`src/hdl/tra_pkg.sv`:
```
// tra_pkg: shared constants, codes, types and helpers for the tensor roll address generator
// used by tra_ctrl, tra_dp and tensor_roll_address_generator_unit; no dependencies
package tra_pkg;

  localparam int MAX_RANK   = 4;
  localparam int DIM_BITS   = 16;
  localparam int ADDR_BITS  = 32;
  localparam int RANK_BITS  = 3;
  localparam int DIM_IDX_BITS = $clog2(MAX_RANK);

  localparam int SHIFT_BITS = 32;
  localparam int VALUE_BITS = 32;
  localparam int AXIS_BITS  = 3;
  localparam int SUM_BITS   = SHIFT_BITS + 2;
  localparam int ABS_BITS   = SHIFT_BITS + 1;
  localparam int STEP_BITS  = $clog2(ABS_BITS);
  localparam int PROD_BITS  = ADDR_BITS + DIM_BITS + 1;

  localparam int CFG_IDX_BITS  = 3;
  localparam int CFG_DATA_BITS = 16;

  localparam int S_TDATA_BITS = 72;
  localparam int M_TDATA_BITS = 64;
  localparam int REQ_BITS     = 2;

  localparam logic [REQ_BITS-1:0] REQ_START = 2'd0;
  localparam logic [REQ_BITS-1:0] REQ_SHIFT = 2'd1;
  localparam logic [REQ_BITS-1:0] REQ_DATA  = 2'd2;

  localparam logic [CFG_IDX_BITS-1:0] REG_RANK  = 3'd0;
  localparam logic [CFG_IDX_BITS-1:0] REG_SIZE0 = 3'd1;
  localparam logic [CFG_IDX_BITS-1:0] REG_SIZE1 = 3'd2;
  localparam logic [CFG_IDX_BITS-1:0] REG_SIZE2 = 3'd3;
  localparam logic [CFG_IDX_BITS-1:0] REG_SIZE3 = 3'd4;

  typedef enum logic [2:0] {
    ST_IDLE,
    ST_DIV,
    ST_FIX,
    ST_MUL,
    ST_STRIDE,
    ST_DONE
  } state_t;

  typedef struct packed {
    logic                    clear;
    logic                    shift_load;
    logic                    div_step;
    logic                    shift_store;
    logic                    elem_load;
    logic                    mul_acc;
    logic                    mul_stride;
    logic                    out_load;
    logic [DIM_IDX_BITS-1:0] dim;
  } cmd_t;

  typedef struct packed {
    logic                 axis_ok;
    logic                 out_free;
    logic [RANK_BITS-1:0] eff_rank;
  } status_t;

  function automatic logic [DIM_BITS-1:0] eff_size(input logic [DIM_BITS-1:0] s);
    return (s == '0) ? DIM_BITS'(1) : s;
  endfunction

  function automatic logic [RANK_BITS-1:0] eff_rank(input logic [RANK_BITS-1:0] r);
    logic [RANK_BITS-1:0] res;
    res = r;
    if (r == '0) res = RANK_BITS'(1);
    if (r > RANK_BITS'(MAX_RANK)) res = RANK_BITS'(MAX_RANK);
    return res;
  endfunction

endpackage

```
`src/hdl/tra_ctrl.sv`:
```
// tra_ctrl: sequencer for start, axis/shift and element beats
// depends on tra_pkg; drives command struct for tra_dp and reads its status
module tra_ctrl (
  input  logic                          clk,
  input  logic                          rst,
  input  logic                          s_tvalid,
  input  logic [tra_pkg::REQ_BITS-1:0]  req_type,
  output logic                          s_tready,
  input  tra_pkg::status_t              status,
  output tra_pkg::cmd_t                 cmd
);

  tra_pkg::state_t                       state, state_next;
  logic [tra_pkg::STEP_BITS-1:0]         step, step_next;
  logic [tra_pkg::DIM_IDX_BITS-1:0]      dim, dim_next;
  logic                                  accept;

  assign accept = s_tvalid && s_tready;

  always_ff @(posedge clk) begin
    if (rst) begin
      state <= tra_pkg::ST_IDLE;
      step  <= '0;
      dim   <= '0;
    end else begin
      state <= state_next;
      step  <= step_next;
      dim   <= dim_next;
    end
  end

  // next state
  always_comb begin
    state_next = state;
    step_next  = step;
    dim_next   = dim;
    case (state)
      tra_pkg::ST_IDLE: begin
        if (accept && req_type == tra_pkg::REQ_SHIFT && status.axis_ok) begin
          state_next = tra_pkg::ST_DIV;
          step_next  = '0;
        end else if (accept && req_type == tra_pkg::REQ_DATA) begin
          state_next = tra_pkg::ST_MUL;
          dim_next   = tra_pkg::DIM_IDX_BITS'(status.eff_rank - tra_pkg::RANK_BITS'(1));
        end
      end
      tra_pkg::ST_DIV: begin
        if (step == tra_pkg::STEP_BITS'(tra_pkg::ABS_BITS - 1)) begin
          state_next = tra_pkg::ST_FIX;
        end else begin
          step_next = step + tra_pkg::STEP_BITS'(1);
        end
      end
      tra_pkg::ST_FIX: begin
        state_next = tra_pkg::ST_IDLE;
      end
      tra_pkg::ST_MUL: begin
        if (dim == '0) begin
          state_next = tra_pkg::ST_DONE;
        end else begin
          state_next = tra_pkg::ST_STRIDE;
        end
      end
      tra_pkg::ST_STRIDE: begin
        state_next = tra_pkg::ST_MUL;
        dim_next   = dim - tra_pkg::DIM_IDX_BITS'(1);
      end
      tra_pkg::ST_DONE: begin
        if (status.out_free) state_next = tra_pkg::ST_IDLE;
      end
      default: begin
        state_next = tra_pkg::ST_IDLE;
      end
    endcase
  end

  // outputs
  always_comb begin
    cmd      = '0;
    cmd.dim  = dim;
    s_tready = 1'b0;
    case (state)
      tra_pkg::ST_IDLE: begin
        s_tready       = 1'b1;
        cmd.clear      = accept && req_type == tra_pkg::REQ_START;
        cmd.shift_load = accept && req_type == tra_pkg::REQ_SHIFT && status.axis_ok;
        cmd.elem_load  = accept && req_type == tra_pkg::REQ_DATA;
      end
      tra_pkg::ST_DIV:    cmd.div_step    = 1'b1;
      tra_pkg::ST_FIX:    cmd.shift_store = 1'b1;
      tra_pkg::ST_MUL:    cmd.mul_acc     = 1'b1;
      tra_pkg::ST_STRIDE: cmd.mul_stride  = 1'b1;
      tra_pkg::ST_DONE:   cmd.out_load    = status.out_free;
      default: begin
        s_tready = 1'b0;
      end
    endcase
  end

endmodule

```
`src/hdl/tra_dp.sv`:
```
// tra_dp: config registers, per-axis shift and coordinate state, serial modulo unit,
// shared stride multiplier and output register; depends on tra_pkg, driven by tra_ctrl
module tra_dp (
  input  logic                               clk,
  input  logic                               rst,
  input  logic                               cfg_we,
  input  logic [tra_pkg::CFG_IDX_BITS-1:0]   cfg_index,
  input  logic [tra_pkg::CFG_DATA_BITS-1:0]  cfg_data,
  input  logic [tra_pkg::S_TDATA_BITS-1:0]   s_tdata,
  input  tra_pkg::cmd_t                      cmd,
  output tra_pkg::status_t                   status,
  output logic                               m_tvalid,
  input  logic                               m_tready,
  output logic [tra_pkg::M_TDATA_BITS-1:0]   m_tdata,
  output logic                               m_tlast
);

  logic [tra_pkg::RANK_BITS-1:0]  rank;
  logic [tra_pkg::DIM_BITS-1:0]   size_reg   [tra_pkg::MAX_RANK];
  logic [tra_pkg::DIM_BITS-1:0]   axis_shift [tra_pkg::MAX_RANK];
  logic [tra_pkg::DIM_BITS-1:0]   coordinate [tra_pkg::MAX_RANK];
  logic [tra_pkg::DIM_BITS-1:0]   coord_next [tra_pkg::MAX_RANK];
  logic [tra_pkg::DIM_BITS-1:0]   sz         [tra_pkg::MAX_RANK];

  logic [tra_pkg::RANK_BITS-1:0]  r_eff;

  // input fields
  logic signed [tra_pkg::AXIS_BITS-1:0]  axis_in;
  logic [tra_pkg::SHIFT_BITS-1:0]        shift_in;
  logic [tra_pkg::VALUE_BITS-1:0]        value_in;

  // axis mapping
  logic signed [tra_pkg::AXIS_BITS:0]    axis_adj;
  logic [tra_pkg::DIM_IDX_BITS-1:0]      axis_idx;
  logic                                  axis_ok;

  // modulo unit
  logic signed [tra_pkg::SUM_BITS-1:0]   sum_w, abs_full;
  logic [tra_pkg::ABS_BITS-1:0]          dividend;
  logic [tra_pkg::DIM_BITS-1:0]          rem, div_size;
  logic [tra_pkg::DIM_BITS:0]            rem_sh;
  logic                                  neg;
  logic [tra_pkg::DIM_IDX_BITS-1:0]      axis_sel;

  // offset accumulation
  logic [tra_pkg::ADDR_BITS-1:0]         offset, stride;
  logic [tra_pkg::VALUE_BITS-1:0]        value_reg;
  logic [tra_pkg::DIM_BITS:0]            pos_sum, pos, mult_b;
  logic [tra_pkg::PROD_BITS-1:0]         prod;
  logic                                  last;

  assign axis_in  = s_tdata[tra_pkg::AXIS_BITS-1:0];
  assign shift_in = s_tdata[tra_pkg::AXIS_BITS +: tra_pkg::SHIFT_BITS];
  assign value_in = s_tdata[tra_pkg::AXIS_BITS + tra_pkg::SHIFT_BITS +: tra_pkg::VALUE_BITS];

  assign r_eff = tra_pkg::eff_rank(rank);

  always_comb begin
    for (int d = 0; d < tra_pkg::MAX_RANK; d++) begin
      sz[d] = tra_pkg::eff_size(size_reg[d]);
    end
  end

  always_comb begin
    axis_adj = {axis_in[tra_pkg::AXIS_BITS-1], axis_in};
    if (axis_in[tra_pkg::AXIS_BITS-1]) begin
      axis_adj = axis_adj + $signed({1'b0, r_eff});
    end
    axis_ok  = !axis_adj[tra_pkg::AXIS_BITS] &&
               (axis_adj[tra_pkg::AXIS_BITS-1:0] < r_eff);
    axis_idx = axis_adj[tra_pkg::DIM_IDX_BITS-1:0];
  end

  assign sum_w = $signed({{(tra_pkg::SUM_BITS - tra_pkg::DIM_BITS){1'b0}},
                          axis_shift[axis_idx]}) +
                 $signed({{(tra_pkg::SUM_BITS - tra_pkg::SHIFT_BITS){shift_in[tra_pkg::SHIFT_BITS-1]}},
                          shift_in});
  assign abs_full = sum_w[tra_pkg::SUM_BITS-1] ? -sum_w : sum_w;
  assign rem_sh   = {rem, dividend[tra_pkg::ABS_BITS-1]};

  // wrapped position and shared multiplier
  assign pos_sum = {1'b0, coordinate[cmd.dim]} + {1'b0, axis_shift[cmd.dim]};
  assign pos     = (pos_sum >= {1'b0, sz[cmd.dim]}) ? pos_sum - {1'b0, sz[cmd.dim]} : pos_sum;
  assign mult_b  = cmd.mul_stride ? {1'b0, sz[cmd.dim]} : pos;
  assign prod    = tra_pkg::PROD_BITS'(stride) * tra_pkg::PROD_BITS'(mult_b);

  // coordinate counter and last flag
  always_comb begin
    logic carry;
    logic [tra_pkg::DIM_BITS:0] inc;
    carry = 1'b1;
    last  = 1'b1;
    for (int d = tra_pkg::MAX_RANK - 1; d >= 0; d--) begin
      inc = {1'b0, coordinate[d]} + (tra_pkg::DIM_BITS + 1)'(1);
      coord_next[d] = coordinate[d];
      if (d < int'(r_eff)) begin
        if (inc < {1'b0, sz[d]}) last = 1'b0;
        if (carry) begin
          if (inc >= {1'b0, sz[d]}) begin
            coord_next[d] = '0;
          end else begin
            coord_next[d] = inc[tra_pkg::DIM_BITS-1:0];
            carry = 1'b0;
          end
        end
      end
    end
  end

  // config registers
  always_ff @(posedge clk) begin
    if (rst) begin
      rank <= tra_pkg::RANK_BITS'(1);
      for (int d = 0; d < tra_pkg::MAX_RANK; d++) size_reg[d] <= tra_pkg::DIM_BITS'(1);
    end else if (cfg_we) begin
      case (cfg_index)
        tra_pkg::REG_RANK:  rank        <= cfg_data[tra_pkg::RANK_BITS-1:0];
        tra_pkg::REG_SIZE0: size_reg[0] <= cfg_data;
        tra_pkg::REG_SIZE1: size_reg[1] <= cfg_data;
        tra_pkg::REG_SIZE2: size_reg[2] <= cfg_data;
        tra_pkg::REG_SIZE3: size_reg[3] <= cfg_data;
        default: begin
        end
      endcase
    end
  end

  // per-axis state
  always_ff @(posedge clk) begin
    if (rst || cmd.clear) begin
      for (int d = 0; d < tra_pkg::MAX_RANK; d++) begin
        axis_shift[d] <= '0;
        coordinate[d] <= '0;
      end
    end else begin
      if (cmd.shift_store) begin
        axis_shift[axis_sel] <= (neg && rem != '0) ? div_size - rem : rem;
      end
      if (cmd.out_load) begin
        for (int d = 0; d < tra_pkg::MAX_RANK; d++) coordinate[d] <= coord_next[d];
      end
    end
  end

  // serial modulo, one dividend bit a cycle
  always_ff @(posedge clk) begin
    if (cmd.shift_load) begin
      dividend <= abs_full[tra_pkg::ABS_BITS-1:0];
      neg      <= sum_w[tra_pkg::SUM_BITS-1];
      rem      <= '0;
      div_size <= sz[axis_idx];
      axis_sel <= axis_idx;
    end else if (cmd.div_step) begin
      dividend <= {dividend[tra_pkg::ABS_BITS-2:0], 1'b0};
      if (rem_sh >= {1'b0, div_size}) begin
        rem <= tra_pkg::DIM_BITS'(rem_sh - {1'b0, div_size});
      end else begin
        rem <= rem_sh[tra_pkg::DIM_BITS-1:0];
      end
    end
  end

  // offset accumulation
  always_ff @(posedge clk) begin
    if (cmd.elem_load) begin
      offset    <= '0;
      stride    <= tra_pkg::ADDR_BITS'(1);
      value_reg <= value_in;
    end else if (cmd.mul_acc) begin
      offset <= offset + prod[tra_pkg::ADDR_BITS-1:0];
    end else if (cmd.mul_stride) begin
      stride <= prod[tra_pkg::ADDR_BITS-1:0];
    end
  end

  // output register
  always_ff @(posedge clk) begin
    if (rst) begin
      m_tvalid <= 1'b0;
    end else if (cmd.out_load) begin
      m_tvalid <= 1'b1;
    end else if (m_tready) begin
      m_tvalid <= 1'b0;
    end
  end

  always_ff @(posedge clk) begin
    if (cmd.out_load) begin
      m_tdata <= {value_reg, offset};
      m_tlast <= last;
    end
  end

  assign status.axis_ok  = axis_ok;
  assign status.out_free = !m_tvalid || m_tready;
  assign status.eff_rank = r_eff;

endmodule

```
`src/hdl/tensor_roll_address_generator_unit.sv`:
```
// tensor_roll_address_generator_unit: top level of the tensor roll address generator
// depends on tra_pkg, tra_ctrl and tra_dp
//
// Circular shift (roll) of a row-major tensor of up to four dimensions. A start beat
// (tuser 0) clears shifts and coordinates as it is accepted. For an axis/shift beat
// (tuser 1) the new shift total is reduced modulo the axis size by a serial
// restoring remainder unit, one dividend bit per cycle over 33 bits, and then stored;
// an out-of-range axis is accepted and dropped. For a data beat (tuser 2) a single
// 32x17 multiplier alternates between adding wrapped coordinate times stride and
// stepping the stride, innermost axis first, before the result is handed off. The
// output register lets the next beat be accepted while a result waits. Sizes of 0
// act as 1, rank is clamped to 1..4, and offsets wrap modulo 2^32.
module tensor_roll_address_generator_unit (
  input  logic                               clk,
  input  logic                               rst,
  input  logic                               cfg_we,
  input  logic [tra_pkg::CFG_IDX_BITS-1:0]   cfg_index,
  input  logic [tra_pkg::CFG_DATA_BITS-1:0]  cfg_data,
  input  logic                               s_tvalid,
  output logic                               s_tready,
  input  logic [tra_pkg::S_TDATA_BITS-1:0]   s_tdata,   // axis, shift_amount, elem_value, zero pad
  input  logic [tra_pkg::REQ_BITS-1:0]       s_tuser,   // req_type
  output logic                               m_tvalid,
  input  logic                               m_tready,
  output logic [tra_pkg::M_TDATA_BITS-1:0]   m_tdata,   // dest_offset, out_value
  output logic                               m_tlast
);

  tra_pkg::cmd_t    cmd;
  tra_pkg::status_t status;

  tra_ctrl u_ctrl (
    .clk      (clk),
    .rst      (rst),
    .s_tvalid (s_tvalid),
    .req_type (s_tuser),
    .s_tready (s_tready),
    .status   (status),
    .cmd      (cmd)
  );

  tra_dp u_dp (
    .clk       (clk),
    .rst       (rst),
    .cfg_we    (cfg_we),
    .cfg_index (cfg_index),
    .cfg_data  (cfg_data),
    .s_tdata   (s_tdata),
    .cmd       (cmd),
    .status    (status),
    .m_tvalid  (m_tvalid),
    .m_tready  (m_tready),
    .m_tdata   (m_tdata),
    .m_tlast   (m_tlast)
  );

  a_cmd_onehot: assert property (@(posedge clk) disable iff (rst)
    $onehot0({cmd.clear, cmd.shift_load, cmd.div_step, cmd.shift_store,
              cmd.elem_load, cmd.mul_acc, cmd.mul_stride, cmd.out_load}))
    else $error("more than one datapath command at once");

  a_out_free: assert property (@(posedge clk) disable iff (rst)
    cmd.out_load |-> (!m_tvalid || m_tready))
    else $error("result loaded over a pending beat");

  a_out_valid: assert property (@(posedge clk) disable iff (rst)
    cmd.out_load |=> m_tvalid)
    else $error("loaded result not presented");

  a_data_busy: assert property (@(posedge clk) disable iff (rst)
    (s_tvalid && s_tready && s_tuser == tra_pkg::REQ_DATA) |=> !s_tready)
    else $error("data beat did not start address computation");

endmodule
```
`config.mk`:
```
export PLATFORM = sky130hd
export DESIGN_NAME = tensor_roll_address_generator_unit
export DESIGN_NICKNAME = d
export VERILOG_FILES = /design/src/hdl/tra_pkg.sv /design/src/hdl/tra_ctrl.sv /design/src/hdl/tra_dp.sv /design/src/hdl/tensor_roll_address_generator_unit.sv
export SDC_FILE = /design/constraint.sdc
export NUM_CORES = 2
export LEC_CHECK = 0
export ABC_CLOCK_PERIOD_IN_PS = 15700
export BUFFER_PORTS_ARGS = -buffer_cell sky130_fd_sc_hd__clkbuf_2
export CORE_MARGIN = 2
export CORE_UTILIZATION = 37
export DETAILED_ROUTE_END_ITERATION = 6
export PLACE_DENSITY = 0.59
export SKIP_CTS_REPAIR_TIMING = 1
export SLEW_MARGIN = 15
export SYNTH_ARGS = -nofsm -noshare
export SYNTH_HDL_FRONTEND = slang
export SYNTH_SLANG_ARGS = --single-unit
```
`constraint.sdc`:
```
create_clock -name clk -period 15.7 [get_ports clk]
set_input_delay 1.57 -clock clk [delete_from_list [all_inputs] [get_ports clk]]
set_output_delay 1.57 -clock clk [all_outputs]
set_load 0.02 [all_outputs]
```
==> run_results.csv <==
group,metric,value,unit
sta,tns,0,ns
synthesis,yosys-top-cells-area,"edfxtp_1, fa_1, ha_1",
cells_and_area,multiInputGateArea,24200,sq um
worst_setup_path,crit_type,"register to register",
hold_path,min_path_type,"register to register",
floorplan,core,105000,sq um
floorplan,chipHeight,329,microns
synthesis,synth_cell_types,80,
synthesis,syn-cell-area,39100,sq um
route,drc_errors,0,
worst_setup_path,reg2reg_depth,48,
sta,worst_pin_slew,1.09,ns
synthesis,ys.warnings.count,0,
status,status,"completed",
route,wl_per_cell,19.4,microns
floorplan,fp-row-count,119,
clocking,root_buffer,"clkbuf_16",
synthesis,synth-compound-area-share,0.102,
worst_setup_path,crit_top_cell,"fa_1",
synthesis,synth_top_family_by_area,"adder cells",
worst_setup_path,endpoint_kind,"register",
floorplan,ios,165,
cells_and_area,final-seq-area,12200,sq um
worst_setup_path,critPathMaxStageDelay,0.75,ns
route,drt_wl_total,109000,microns
worst_setup_path,cp-endpoint,"u_dp.offset[31]",
synthesis,synth_xor_area_frac,0.0489,
sta,slew_headroom,0.271,
floorplan,dieArea,108000,sq um
sta,fmaxAchievable,70.0,MHz
floorplan,initial_core_util,0.372,
synthesis,yosysMostFrequentCell,"inv_1",
clocking,cts_tree,"yes",
placement,gp_congestion,0.922,
sta,finalCritPeriodShare,0.910,
route,vias,29502,
grt,grt_antenna_before_repair,3,
sta,period_minus_slack,14.29,ns
clocking,cts_num_sinks,438,
cells_and_area,n_fill_cell,10393,
clocking,cts_made_buffers,51,
route,drt-vias-per-instance,5.25,
worst_setup_path,r2r-end,"u_dp.offset[31]",
synthesis,yosysTopAreaCell,"edfxtp_1",
placement,io_buffers,159,
floorplan,die_w,329,microns
clocking,cts_buffer_depth,3,
synthesis,async_reset_ff_frac,0,
placement,hpwl,84500,microns
route,drt_first_pass_iters,5,
cells_and_area,antennaDiodeCount,0,
synthesis,yosys.area_share.adder,0.248,
cells_and_area,drive_gt1_frac,0.100,
worst_setup_path,cpMaxStageDelayCell,"dfxtp_2",
clocking,htree_num_levels,2,
sta,slew_viol_final,0,
synthesis,synth_fp_nets,4747,
sta,hold_viol_final,0,
worst_setup_path,cp.required,16.17,ns
synthesis,yosys.area_share.simple,0.168,
synthesis,synth_edf_count,341,
worst_setup_path,rrSetupSlack,1.41,ns
synthesis,muxShareOfSynthArea,0.0487,
synthesis,yosysSeqAreaShare,0.311,
synthesis,syn_area_per_cell,9.62,sq um
job,max_cap_viol_count,0,
grt,grt_start_max_net_pins,73,
sta,finClkSkew,0.0258,ns
route,drtIter0Drc,2092,
synthesis,synth_top_area_share,0.262,
worst_setup_path,start_kind,"register",
synthesis,synthFlopType,"edfxtp_1",
cells_and_area,syn2layout_area_growth,11.0,%
grt,grt_usage,0.202,
cells_and_area,layout.nets,4860,
clocking,clkSlewWorstSetupHoldPaths,0.06,ns
worst_setup_path,critPathMaxFanout,20,
grt,grt_pass1_vias,29714,
route,postRouteAntennaNets,0,
grt,grt_pass1_wl,170000,microns
sta,rsz0062_at_grt,"false",
synthesis,yosys-top-cells-count,"inv_1, nand2_1, edfxtp_1, fa_1, ha_1",
worst_setup_path,arrival,14.76,ns
synthesis,syn-instance-count,4068,
sta,setup_viol,0,
clocking,worstSkewPairLatency,0.64,ns
synthesis,synth_seq_cells,438,
grt,grt-ovfl-total,0,
## cell type report
class | instances | area share
Multi-Input combinational cell | 2875 | 0.558
Clock inverter | 32 | 0.00969
Timing Repair Buffer | 210 | 0.0272
Clock buffer | 64 | 0.0317
Sequential cell | 438 | 0.281
Tap cell | 1391 | 0.0401
Inverter | 605 | 0.0523
## metal layers
layer  vias up  track usage  share of wire
met5         -            0              0
met4         0       0.0729          0.039
met3       194       0.0261          0.056
met2       893        0.342           0.47
met1     14511        0.266           0.43
li1      13904            -              -
## cell usage in the layout (no fill, tap or decap), drive strengths merged, types with 51 or more instances in the layout
master / instances
xnor2: 128
fa: 326
buf: 51
clkbuf: 223
inv: 609
and3: 65
mux4: 79
nand2: 515
a21oi: 166
ha: 255
nand3: 96
o21ai: 190
edfxtp: 341
nor2: 217
a21o: 54
nor2b: 58
dfxtp: 97
and2: 221
xor2: 75
## kinds of logic after synthesis
family          after synthesis
simple gates               1362
flops                       438
compound gates              632
mux                          91
buf+inv                     755
xor+xnor                    209
fa+ha+maj                   581
## through the flow
step	std cells	instance area, sq um	util	setup slack [ns]	hold WS [ns]
after floorplan	4068	39100	-	3.54	0.400
after global placement	5519	41600	0.396	1.64	0.400
after detailed placement	5519	41600	0.396	1.54	0.406
after CTS	5615	43400	0.413	1.45	0.416
after global routing	5615	43400	0.413	0.587	0.424
final	5615	43400	0.413	1.41	0.417
## critical path, delay by kind of cell, from the launching register on
family	cells	cell delay, ns
AO/OA/AOI/OAI	19	4.98
adder cells (fa/ha/maj)	10	4.50
AND/OR/NAND/NOR	11	1.65
buffers and inverters	5	0.93
flip-flops	1	0.75
XOR/XNOR	2	0.72
multiplexers	1	0.56
## how the worst min path moves through the flow
stage / from / to / slack, ns / depth (start not counted)
finish: u_dp.value_reg[16] / u_dp.m_tdata[48] / 0.42 / 0
global route: u_dp.value_reg[16] / u_dp.m_tdata[48] / 0.42 / 0
CTS: u_dp.value_reg[16] / u_dp.m_tdata[48] / 0.42 / 0
detailed placement: u_dp.value_reg[6] / u_dp.m_tdata[38] / 0.41 / 0
global placement: u_dp.value_reg[0] / u_dp.m_tdata[32] / 0.40 / 0
floorplan: u_dp.value_reg[0] / u_dp.m_tdata[32] / 0.40 / 0
Power is not shown: default switching activity piles up to over one toggle a cycle in this logic, so the estimate is an artifact.
